### config.mk
export PLATFORM = sky130hd
export DESIGN_NAME = bcmp_fifo
export DESIGN_NICKNAME = d
export VERILOG_FILES = /design/src/hdl/bcmp_pkg.sv /design/src/hdl/bcmp_fifo.sv
export SDC_FILE = /design/constraint.sdc
export NUM_CORES = 1
export LEC_CHECK = 0
export BUFFER_PORTS_ARGS = -buffer_cell sky130_fd_sc_hd__buf_2
export CAP_MARGIN = 0
export CELL_PAD_IN_SITES_DETAIL_PLACEMENT = 1
export CELL_PAD_IN_SITES_GLOBAL_PLACEMENT = 1
export CORE_UTILIZATION = 45
export DETAILED_ROUTE_END_ITERATION = 8
export GPL_TIMING_DRIVEN = 0
export PLACE_DENSITY = 0.85
export SYNTH_ARGS = -nofsm -noshare
export SYNTH_HDL_FRONTEND = slang
export SYNTH_SLANG_ARGS = --single-unit
export TNS_END_PERCENT = 1
### constraint.sdc
create_clock -name clk -period 9.2 [get_ports clk]
set_clock_uncertainty 0.2 [all_clocks]
set_input_delay 0.46 -clock clk [delete_from_list [all_inputs] [get_ports clk]]
set_output_delay 0.46 -clock clk [all_outputs]
set_load 0.05 [all_outputs]
### src/hdl/bcmp_pkg.sv
`default_nettype none

package bcmp_pkg;

    // datapath widths
    localparam int FINE_W = 24;
    localparam int NUM_W  = 67;
    localparam int DIV_W  = 42;

    // compensation constants
    localparam logic signed [24:0] PRES_T_OFFSET  = 25'sd128000;
    localparam logic [20:0]        RAW_FULL_SCALE = 21'd1048576;
    localparam logic [11:0]        NUM_SCALE      = 12'd3125;
    localparam logic signed [57:0] DIV_BIAS       = 58'sd140737488355328;

    // one raw reading pair
    typedef struct packed {
        logic [19:0] raw_temperature;
        logic [19:0] raw_pressure;
    } sample_t;

    // one compensated result
    typedef struct packed {
        logic signed [31:0] fine_temperature;
        logic signed [15:0] temperature_centi;
        logic [31:0]        pressure_q24_8;
        logic               pressure_invalid;
    } result_t;

    // calibration register file
    typedef struct packed {
        logic [15:0] t1;
        logic [15:0] t2;
        logic [15:0] t3;
        logic [15:0] p1;
        logic [31:0] p2_p3;
        logic [31:0] p4_p5;
        logic [31:0] p6_p7;
        logic [31:0] p8_p9;
    } cal_t;

    // register indexes
    typedef enum logic [2:0] {
        CFG_T1    = 3'd0,
        CFG_T2    = 3'd1,
        CFG_T3    = 3'd2,
        CFG_P1    = 3'd3,
        CFG_P2_P3 = 3'd4,
        CFG_P4_P5 = 3'd5,
        CFG_P6_P7 = 3'd6,
        CFG_P8_P9 = 3'd7
    } cfg_idx_t;

    // work item handed from front to back
    typedef struct packed {
        logic signed [FINE_W-1:0] fine;
        logic signed [15:0]       cent;
        logic signed [NUM_W-1:0]  num;
        logic signed [DIV_W-1:0]  dvs;
    } fq_t;

endpackage

`default_nettype wire

### src/hdl/bcmp_fifo.sv
`default_nettype none

module bcmp_fifo (
    input  logic          clk,
    input  logic          rst_n,
    input  logic          push,
    input  bcmp_pkg::fq_t push_item,
    output logic          full,
    input  logic          pop,
    output bcmp_pkg::fq_t pop_item,
    output logic          empty
);
    import bcmp_pkg::*;

    localparam int DEPTH = 2;
    localparam int PTR_W = $clog2(DEPTH);
    localparam int CNT_W = $clog2(DEPTH + 1);

    fq_t              slot_reg [DEPTH];
    logic [PTR_W-1:0] wr_ptr_reg;
    logic [PTR_W-1:0] rd_ptr_reg;
    logic [CNT_W-1:0] cnt_reg;

    assign full     = (cnt_reg == CNT_W'(DEPTH));
    assign empty    = (cnt_reg == '0);
    assign pop_item = slot_reg[rd_ptr_reg];

    // pointers and fill count
    always_ff @(posedge clk or negedge rst_n)
    begin
        if (!rst_n)
        begin
            wr_ptr_reg <= '0;
            rd_ptr_reg <= '0;
            cnt_reg    <= '0;
        end
        else
        begin
            if (push)
                wr_ptr_reg <= wr_ptr_reg + 1'b1;
            if (pop)
                rd_ptr_reg <= rd_ptr_reg + 1'b1;
            if (push && !pop)
                cnt_reg <= cnt_reg + 1'b1;
            else if (pop && !push)
                cnt_reg <= cnt_reg - 1'b1;
        end
    end

    // storage
    always_ff @(posedge clk)
    begin
        if (push)
            slot_reg[wr_ptr_reg] <= push_item;
    end

endmodule

`default_nettype wire

Yosys cells after proc, flatten, opt, wreduce, memory -nomap -nowiden --
Memories as Yosys holds them, arrays and structs flattened. Cells that the tools add are included.
Operators by class: add/sub/neg operators 4, eq/ne operators 1, multiplexer cells 4, reduce and logical (&&, ||, !) cells 6
Operators with widths (number):
- $mux 2 | 2
- $add 1x1->1 const B | 2
- $add 2x1->2 const B | 1
- $eq 2x2->1 const B | 1
- $logic_and 1x1->1 | 2
- $logic_not 1->1 | 2
- $logic_not 2->1 | 1
- $mux 1 | 2
- $reduce_bool 2->1 | 1
- $sub 2x1->2 const B | 1
Word-level totals: register bits after elaboration 4, memory bits (writable) 298, bits of input ports 153, output and inout port bits 151, memories 1
Memory list:
- slot_reg | words 2, bits a word 149, read ports 1, clocked after memory_dff 0, wr ports 1, RTL line bcmp_fifo.sv:19 | fq_t slot_reg [DEPTH];

Depth between registers and ports, before layout --
Gate-level depths: netlist of the first run.
depth in word-level cells 4, depth in mapped cells 5

Worst setup path after synthesis of the first run --
No wires, ideal clock.
path kind reg2reg, start register wr_ptr_reg, end memory slot_reg[0][0] (netlist bit), enable pin, library setup time 0.677 ns, data arrival time 6.981 ns, data required time 8.323 ns, path slack 1.342 ns, cell stages (with the launch flop) 2, path through dfrtp_1 nor2b_1
RTL lines:
- from (decl) | RTL line bcmp_fifo.sv:20 | logic [PTR_W-1:0] wr_ptr_reg;
- from (signal assigned) | RTL line bcmp_fifo.sv:40 | wr_ptr_reg <= wr_ptr_reg + 1'b1;
- to (decl) | RTL line bcmp_fifo.sv:19
Straight into the memory's write port.

==> results of run 1 <==
-- final cells by class --
class / instances / area, um2 / area share
Multi-Input combinational cell: 160 / 2150 / 0.134
Clock buffer: 47 / 963 / 0.0601
Antenna cell: 2 / 5.00 / 0.000312
Timing Repair Buffer: 462 / 3190 / 0.199
Tap cell: 324 / 405 / 0.0253
Inverter: 1 / 3.75 / 0.000234
Clock inverter: 14 / 110 / 0.00686
Buffer: 17 / 164 / 0.0102
Sequential cell: 302 / 9050 / 0.564
-- cell usage in the layout, fill, tap and decap left out --
cell type / n
clkinv_2: 4
ha_1: 1
buf_16: 2
buf_12: 5
diode_2: 2
clkbuf_16: 37
dfrtp_1: 4
xnor2_1: 1
buf_2: 308
edfxtp_1: 298
inv_1: 1
mux2_4: 100
nor2b_1: 1
and2_4: 1
nor2b_4: 1
buf_6: 11
dlygate4sd3_1: 152
bufinv_16: 2
clkbuf_1: 10
mux2_2: 49
nor2_1: 2
clkinv_1: 8
buf_8: 1
xor2_1: 4
-- per-stage QoR --
| step | hold slack, ns | cell area (um2) | TNS, ns |
|---|---|---|---|
| 3_3_place_gp | 0.0691 | 13300 | -400.59 |
| 5_1_grt | 0.0815 | 16000 | 0 |
| 3_5_place_dp | 0.0751 | 13400 | 0 |
| 2_1_floorplan | -0.0356 | 11400 | 0 |
| 6_report | 0.0896 | 16000 | 0 |
| 4_1_cts | 0.0852 | 16000 | 0 |
-- routing by layer --
layer | share of wire | vias to the layer above | wire [um]
met5 | 0.00033 | - | 10
met4 | 0.021 | 2 | 650
met3 | 0.057 | 48 | 1730
met2 | 0.56 | 261 | 17100
met1 | 0.36 | 3246 | 11000
li1 | - | 2905 | -
-- where the power goes --
part           switching, mW  leakage (nW)  total (mW)  internal [mW]
logic                   1.63          3.05        2.40          0.764
registers             0.0847          2.84        1.91           1.83
clock network          0.525         0.524        1.31          0.787
total                   2.24          6.42        5.62           3.38
-- path summary, 6_finish.rpt --
check                                   to  slack, ns
max reg2reg                slot_reg[1][50]       7.30
max in group asynchronous       wr_ptr_reg       8.57
min reg2reg                     cnt_reg[1]       0.32
max                           pop_item[21]       6.60
min                             cnt_reg[1]       0.09
min in group clk                cnt_reg[1]       0.32
-- kinds of logic after synthesis --
family | after synthesis | synth area share
flops | 302 | 0.797
mux | 149 | 0.181
buf+inv | 18 | 0.0148
xor+xnor | 5 | 0.00386
simple gates | 5 | 0.00231
fa+ha+maj | 1 | 0.00110
==> reports/results.tsv, run 1 <==
stage	metric	value	unit
run_status	status	finished, final reports clean	
floorplan	Die W	161	um
route	drt via density	4.86	
synthesis	Post-synth EDFFs	298	
worst_setup_path	CP cell instances	buf_6, buf_8, buf_6, mux2_4, buf_2	
sta	RSZ-0062 raised after global routing	no	
power	P_leak	6.42	nW
placement	GPL Wtd Cong	0.728	
synthesis	synth cell count leaders	edfxtp_1 (298), mux2_4 (100), mux2_2 (49)	
clock_tree	CTS Root Cell	clkbuf_16	
worst_setup_path	worst r2r src	wr_ptr_reg	
floorplan	die area	25900	um2
worst_setup_path	Max FO, Critical Path	10	
worst_setup_path	critical path startpoint	rd_ptr_reg	
worst_setup_path	crit end category	output port	
worst_setup_path	WP data required	8.54	ns
clock_tree	post_cts resized	0	
sta	Fmax	0.385	GHz
clock_tree	H-tree levels	2	
synthesis	post-synth top area share	0.788	
global_route	vias in the first global route	7534	
finish	synth-to-layout area growth	41.3	%
clock_tree	CTS Buf Count	34	
finish	Post-layout nets	1132	
finish	FILL cells	2179	
clock_tree	post-CTS setup buffer count	0	
global_route	Global Route Usage Sum	0.235	
clock_tree	CTS tree	built	
job	Max-Cap Viols	0	
synthesis	top_reg_cell synth	edfxtp_1	
worst_setup_path	worst reg2reg path depth	2	
worst_setup_path	Crit-path slowest cell	dfrtp_1	
synthesis	ys async rst share	0.0132	
global_route	first-pass GRT wire length	44900	um
sta	Slew Viols, Final	0	
synthesis	top post-synthesis cells by area	edfxtp_1 (79%), mux2_4 (13%), mux2_2 (4.9%)	
worst_setup_path	WS Path Type	register to output port	
clock_tree	Clock Latency Late Sink	0.49	ns
synthesis	register bit total from synthesis	302	
global_route	GR Layer Usage met3	0.0480	
global_route	initial antenna violation count	2	
finish	share of layout cells above drive strength 1	0.519	
finish	Largest register FFs	298	
worst_setup_path	cell mode on critical path	buf_6	
sta	endpoints failing setup	0	
sta	Least-Margin Pin Slew	0.537	ns
floorplan	# IOs	304	
sta	Slew headroom	0.642	
worst_setup_path	Worst path max stage delay	0.35	ns
floorplan	# rows	57	
global_route	met1 usage	0.252	
power	IR drop worst, VDD	0.224	mV
worst_setup_path	top cell family by delay on the critical path	buffers and inverters	
placement	Post-Place Cells	1114	
clock_tree	Sink Count	302	
min_path	Hold Crit Class	input pin to asynchronous set/reset pin	
finish	Final Non-Filler Cells	1329	
power	PD cells	350	nW/um2
sta	fin worst setup slack	6.60	ns
floorplan	core box area	24500	um2
global_route	GR Overflow Total	0	
route	DRC	0	
global_route	gr busiest metal	met2	
route	DRT Pass-1 Iters	4	
clock_tree	# hold bufs at CTS	152	
synthesis	synthesized net count	634	
route	initial DRC count	374	
route	post-route antenna net violation count	0	
placement	worst slack at placement	7.12	ns
synthesis	Syn Inst Count	480	
power	Final Power	5.62	mW
sta	part of the cycle the worst path needs	0.282	
synthesis	YS warnings	0	
synthesis	sequential fraction of the synthesis area	0.797	
worst_setup_path	CP Buf/Inv Count	4	
route	average wire per standard cell	22.9	um
synthesis	most numerous cell in the Yosys netlist	edfxtp_1	
synthesis	syn_area_per_cell	23.7	um2
route	Routed Wire Length	30400	um
finish	Final Util	0.654	
placement	input/output buffers	303	
clock_tree	Clock Path Buffers	3	
synthesis	Yosys top cell by area	edfxtp_1	
route	via count	6462	
clock_tree	Worst-path clk slew	0.06	ns
floorplan	Die H	161	um
global_route	GR Util met2	0.461	
sta	Tmin final	2.60	ns
sta	Final Hold Viols	0	
floorplan	Starting Density	0.463	
worst_setup_path	cell count along the critical path	5	
global_route	largest net degree at the start of global routing	63	
worst_setup_path	Worst EP arrival	1.94	ns
synthesis	Synth cell types	14	
worst_setup_path	crit path launch type	register	
placement	DP HPWL	17100	um
synthesis	Mapped Area	11400	um2
Note: power is estimated with default switching activity, not from simulation.
==> run 2: changes to the inputs <==
Settings changed: CORE_UTILIZATION 45 to 40, PLACE_DENSITY 0.85 to 0.8.
Clock period 9.2 ns to 2.1 ns, I/O delays scaled along.
==> reports/results.tsv, run 2 (synthesis results as in run 1) <==
stage	metric	value	unit	change
run_status	status	finished with violations		
run_status	failing checks	setup timing		
floorplan	core box area	27900	um2	+14%
floorplan	Die W	170	um	+6.0%
worst_setup_path	Worst EP arrival	1.89	ns	-0.05 ns
sta	RSZ-0062 raised after global routing	yes		
worst_setup_path	cell mode on critical path	buf_6		
sta	Tmin final	2.19	ns	
worst_setup_path	worst reg2reg path depth	2		unchanged
floorplan	# rows	61		+7.0%
sta	part of the cycle the worst path needs	1.04		
sta	fin worst setup slack	-0.0935	ns	-6.70 ns
sta	worst hold margin	0.0826	ns	-0.00692 ns
global_route	GR Util met2	0.420		-0.0407
power	internal power	16.4	mW	+380%
floorplan	die area	29100	um2	+12%
route	average wire per standard cell	22.7	um	-0.90%
clock_tree	Sink Count	302		unchanged
worst_setup_path	Max FO, Critical Path	10		unchanged
placement	input/output buffers	303		unchanged
global_route	met1 usage	0.214		-0.0376
placement	GPL Wtd Cong	0.721		-0.98%
worst_setup_path	top cell family by delay on the critical path	buffers and inverters		
finish	synth-to-layout area growth	51.9	%	
power	Reg power frac	0.314		-0.026
worst_setup_path	WS Path Type	register to output port		
min_path	Hold EP	slot_reg[1][113]		
worst_setup_path	Worst R2R Setup Slack	0.16	ns	-7.14 ns
worst_setup_path	CP cell instances	buf_6, buf_16, buf_12, mux2_4, buf_6		
route	DRT Pass-1 Iters	4		unchanged
global_route	largest net degree at the start of global routing	61		-3.2%
clock_tree	Clock Path Buffers	3		unchanged
power	sw power	10.3	mW	+360%
clock_tree	CTS Root Cell	clkbuf_16		
global_route	GR Layer Usage met3	0.0486		+0.000567
worst_setup_path	Worst path max stage delay	0.35	ns	about the same
min_path	Hold Crit Class	input pin to register		
global_route	initial antenna violation count	2		unchanged
worst_setup_path	Crit-path slowest cell	dfrtp_1		
worst_setup_path	WP data required	1.79	ns	-6.75 ns
finish	share of layout cells above drive strength 1	0.521		+0.00191
global_route	GR Overflow Total	0		unchanged
power	IR drop worst, VDD	0.852	mV	+280%
sta	final setup TNS	-7.73	ns	-7.73 ns
route	drt via density	4.68		-3.7%
finish	most common cell after layout, fill and taps aside	edfxtp_1		
sta	Fmax	0.456	GHz	
finish	Post-layout nets	1137		+0.44%
finish	FILL cells	2407		+10%
global_route	first-pass GRT wire length	45400	um	+0.94%
clock_tree	Worst-path clk slew	0.07	ns	about the same
power	PD cells	1550	nW/um2	+340%
floorplan	Die H	170	um	+6.0%
worst_setup_path	Reg2Reg Capture Point	slot_reg[1][95]		
min_path	hold path depth	2		
worst_setup_path	crit path launch type	register		
worst_setup_path	CP Buf/Inv Count	4		unchanged
sta	endpoints failing setup	149		+149
floorplan	Starting Density	0.408		-0.0552
power	P_leak	6.84	nW	+6.4%
global_route	gr busiest metal	met2		
job	Max-Cap Viols	0		unchanged
route	post-route antenna net violation count	0		unchanged
global_route	Global Route Usage Sum	0.212		-0.0230
clock_tree	CTS Buf Count	31		-8.8%
sta	Final Hold Viols	0		unchanged
route	initial DRC count	343		-8.3%
clock_tree	Clock Latency Late Sink	0.54	ns	+0.05 ns
sta	Slew headroom	0.610		-0.0325
sta	Slew Viols, Final	0		unchanged
route	via count	6498		+0.56%
finish	commonest non-fill, non-tap cells in the layout	edfxtp_1 (298), buf_2 (154), dlygate4sd3_1 (153)		
floorplan	# IOs	304		unchanged
power	clock power share	0.198		-0.035
clock_tree	H-tree levels	1		-1
power	logic gate share of total power	0.488		+0.061
sta	Least-Margin Pin Slew	0.585	ns	+0.0488 ns
placement	DP HPWL	16400	um	-4.2%
worst_setup_path	worst r2r src	wr_ptr_reg		
route	Routed Wire Length	31500	um	+3.5%
clock_tree	CTS tree	built		
min_path	Hold Path Origin	push_item[113]		
global_route	vias in the first global route	7575		+0.54%
power	switching share of power	0.386		-0.0130
finish	Largest register FFs	298		unchanged
route	DRC	0		unchanged
worst_setup_path	crit end category	output port		
## run 2: cell count changes in the layout (fill, tap and decap cells not counted), moves of 3 or more
cell        change
buf_2         -154
buf_6         +138
buf_12         +15
mux2_2         -10
mux2_4         +10
clkbuf_16       -6
buf_16          +4
buf_4           +4
clkbuf_1        -3
clkinvlp_4      +3
## run 2: layout make-up
class | instances | area, um2 | share of cell area
sequential | 302 | 9050 | 0.525
timing repair buffer | 470 | 4260 | 0.247
multi-input combinational | 160 | 2180 | 0.127
clock buffer | 38 | 802 | 0.0465
tap | 378 | 473 | 0.0274
buffer | 17 | 332 | 0.0192
clock inverter | 19 | 140 | 0.00812
antenna | 3 | 7.51 | 0.000435
inverter | 1 | 3.75 | 0.000218
## run 2: what timing repair did
action                                 CTS  global route
gates resized for setup                342            12
hold buffers                           153             0
setup buffers                            3             2
cloned                                   2             0
endpoints found under the hold margin  319             0
setup endpoints to repair              178           178
## run 2: how the worst max path moves through the flow
stage	to	startpoint	depth (start not counted)
finish	pop_item[71]	rd_ptr_reg	5
detailed placement	slot_reg[0][79]	wr_ptr_reg	4
floorplan	slot_reg[0][0]	wr_ptr_reg	1
CTS	pop_item[101]	rd_ptr_reg	5
global route	pop_item[71]	rd_ptr_reg	5
global placement	slot_reg[0][75]	wr_ptr_reg	1
## run 2: routing by layer
| metal | vias up | share of wire |
|---|---|---|
| li1 | 2935 | - |
| met1 | 3270 | 0.35 |
| met2 | 235 | 0.56 |
| met3 | 58 | 0.055 |
| met4 | 0 | 0.033 |
| met5 | - | 0 |
## run 2: worst reg2reg max path: stages, from the launching register on
cell     delay [ns]
dfrtp_1        0.42
and2_4         0.56
buf_16         0.35
## run 2: power by group through the flow
stage               Combinational (mW)  Sequential [mW]  Clock, mW
global placement                  9.86             8.48          0
finish                            13.0             8.38       5.27
floorplan                         7.98             8.39          0
detailed placement                10.2             8.42          0
CTS                               12.8             8.31       5.26
global route                      13.4             8.45       5.56
## run 2: per-stage QoR
stage               cell area (um2)  setup WS (ns)   util  total power, mW  instances
global placement              13400          -2.44  0.479             18.3       1161
detailed placement            13500         -0.111  0.485             18.6       1168
floorplan                     11400          -1.16      -             16.4        480
finish                        17200        -0.0935  0.619             26.7       1388
global route                  17200         -0.165  0.619             27.5       1387
CTS                           17200         -0.126  0.617             26.4       1383
==> run 3: changes to the inputs <==
Settings changed: PLACE_DENSITY 0.8 to unset, PLACE_DENSITY_LB_ADDON set to 0.1.
==> reports/results.tsv, run 3 (synthesis results as in run 1) <==
stage	metric	value	unit	change
power	sw power	9.77	mW	-5.1%
worst_setup_path	Max FO, Critical Path	8		-2
sta	fin worst setup slack	-0.0547	ns	+0.0388 ns
finish	commonest non-fill, non-tap cells in the layout	edfxtp_1 (298), buf_2 (233), dlygate4sd3_1 (153)		
clock_tree	CTS Buf Count	34		+9.7%
finish	share of layout cells above drive strength 1	0.522		+0.000905
route	drt via density	4.61		-1.6%
power	P_leak	6.68	nW	-2.3%
global_route	Global Route Usage Sum	0.174		-0.0378
worst_setup_path	crit end category	output port		
worst_setup_path	Worst path max stage delay	0.37	ns	+0.02 ns
finish	Post-layout nets	1142		+0.44%
power	internal power	15.8	mW	-3.4%
worst_setup_path	top cell family by delay on the critical path	buffers and inverters		
worst_setup_path	CP Buf/Inv Count	4		unchanged
clock_tree	CTS tree	built		
finish	synth-to-layout area growth	47.8	%	
power	PD cells	1530	nW/um2	-1.3%
worst_setup_path	crit path launch type	register		
power	switching share of power	0.382		-0.00423
clock_tree	Clock Path Buffers	3		unchanged
route	DRC	0		unchanged
power	clock power share	0.216		+0.018
worst_setup_path	WS Path Type	register to output port		
sta	Least-Margin Pin Slew	0.626	ns	+0.0410 ns
floorplan	# IOs	304		unchanged
global_route	initial antenna violation count	0		-2
floorplan	Die H	170	um	unchanged
finish	Final Util	0.602		-0.0170
run_status	status	finished with violations		
min_path	Hold Crit Class	input pin to register		
finish	diodes inserted	0		-3
floorplan	die area	29100	um2	unchanged
sta	Tmin final	2.15	ns	-0.0388 ns
floorplan	core box area	27900	um2	unchanged
power	Reg power frac	0.324		+0.010
clock_tree	Clock Latency Late Sink	0.50	ns	-0.04 ns
clock_tree	Worst-path clk slew	0.06	ns	about the same
floorplan	Starting Density	0.408		unchanged
global_route	largest net degree at the start of global routing	66		+8.2%
route	average wire per standard cell	19.3	um	-15%
clock_tree	Sink Count	302		unchanged
power	IR drop worst, VDD	0.844	mV	-0.96%
sta	Slew Viols, Final	0		unchanged
clock_tree	CTS Root Cell	clkbuf_16		
sta	Final Hold Viols	0		unchanged
sta	RSZ-0062 raised after global routing	yes		
floorplan	Die W	170	um	unchanged
job	Max-Cap Viols	0		unchanged
run_status	failing checks	setup timing		
placement	Post-Place Cell Area	13600	um2	+0.37%
worst_setup_path	worst reg2reg path depth	2		unchanged
floorplan	# rows	61		unchanged
route	via count	6399		-1.5%
worst_setup_path	WP data required	1.79	ns	about the same
power	logic gate share of total power	0.460		-0.028
min_path	hold path depth	2		unchanged
sta	Slew headroom	0.582		-0.0274
finish	most common cell after layout, fill and taps aside	edfxtp_1		
placement	GPL Wtd Cong	0.713		-1.0%
route	initial DRC count	295		-14%
sta	part of the cycle the worst path needs	1.03		-0.0185
global_route	GR Overflow Total	0		unchanged
global_route	vias in the first global route	6935		-8.4%
worst_setup_path	Worst EP arrival	1.85	ns	-0.04 ns
worst_setup_path	CP cell instances	buf_6, clkbuf_16, clkbuf_16, mux2_4, buf_6		
worst_setup_path	Crit-path slowest cell	dfrtp_1		
sta	endpoints failing setup	108		-28%
route	Routed Wire Length	26800	um	-15%
route	post-route antenna net violation count	0		unchanged
clock_tree	H-tree levels	2		+1
sta	Fmax	0.464	GHz	+1.8%
placement	input/output buffers	303		unchanged
route	DRT Pass-1 Iters	4		unchanged
global_route	first-pass GRT wire length	38100	um	-16%
placement	DP HPWL	16600	um	+1.3%
finish	post-route cell area	16800	um2	-2.7%
finish	Largest register FFs	298		unchanged
worst_setup_path	cell count along the critical path	5		unchanged
==> run 3: stage by stage <==
step	setup TNS (ns)	instances	setup slack [ns]	hold WS, ns	total power [mW]
after floorplan	-293.42	480	-1.16	-0.391	16.4
after global placement	-598.24	1161	-2.29	-0.290	18.3
after detailed placement	-6.26	1169	-0.241	-0.282	18.7
after CTS	-14.82	1382	-0.150	0.106	24.5
after global routing	-12.82	1389	-0.118	0.111	26.5
final	-2.58	1389	-0.0547	0.132	25.6
==> run 3: timing repair <==
action	CTS	global route
hold buffers	153	0
setup buffers	1	0
resized for setup	0	222
endpoints found under the setup margin	193	153
hold endpoints to repair	317	0
cloned	0	7
pin swaps	0	1
==> run 3: power by group through the flow <==
| stage | Clock [mW] | Combinational, mW | Sequential [mW] |
|---|---|---|---|
| detailed placement | 0 | 10.2 | 8.41 |
| global route | 5.86 | 12.2 | 8.39 |
| global placement | 0 | 9.86 | 8.48 |
| finish | 5.52 | 11.8 | 8.30 |
| CTS | 5.64 | 10.5 | 8.30 |
| floorplan | 0 | 7.98 | 8.39 |
==> run 3: layout make-up <==
class	count	area, um2
timing repair buffer	472	3800
clock buffer	48	967
multi-input combinational	160	2150
sequential	302	9050
fill	2495	11100
inverter	1	3.75
buffer	17	269
clock inverter	11	71.3
tap	378	473
==> run 3: worst register-to-register path, delay by kind of cell, from the launching register on <==
| family | cells | cell delay [ns] |
|---|---|---|
| buf+inv | 1 | 0.35 |
| flops | 1 | 0.42 |
| simple gates | 1 | 0.59 |
==> run 3: metal layers <==
layer | global-route usage | wire length (um) | vias up
met5 | 0 | 0 | -
met4 | 0.0564 | 559 | 0
met2 | 0.315 | 14200 | 225
met1 | 0.197 | 10200 | 3196
met3 | 0.0491 | 1810 | 45
li1 | - | - | 2933
==> run 3: path summary, 6_finish.rpt <==
kind / slack, ns / start / to
setup / recovery: -0.05 / rd_ptr_reg / pop_item[46]
hold reg to reg: 0.30 / cnt_reg[1] / cnt_reg[1]
min in group asynchronous: 0.29 / rst_n / rd_ptr_reg
max in group asynchronous: 1.25 / rst_n / wr_ptr_reg
hold / removal: 0.13 / push_item[139] / slot_reg[0][139]
setup reg to reg: 0.10 / wr_ptr_reg / slot_reg[1][44]
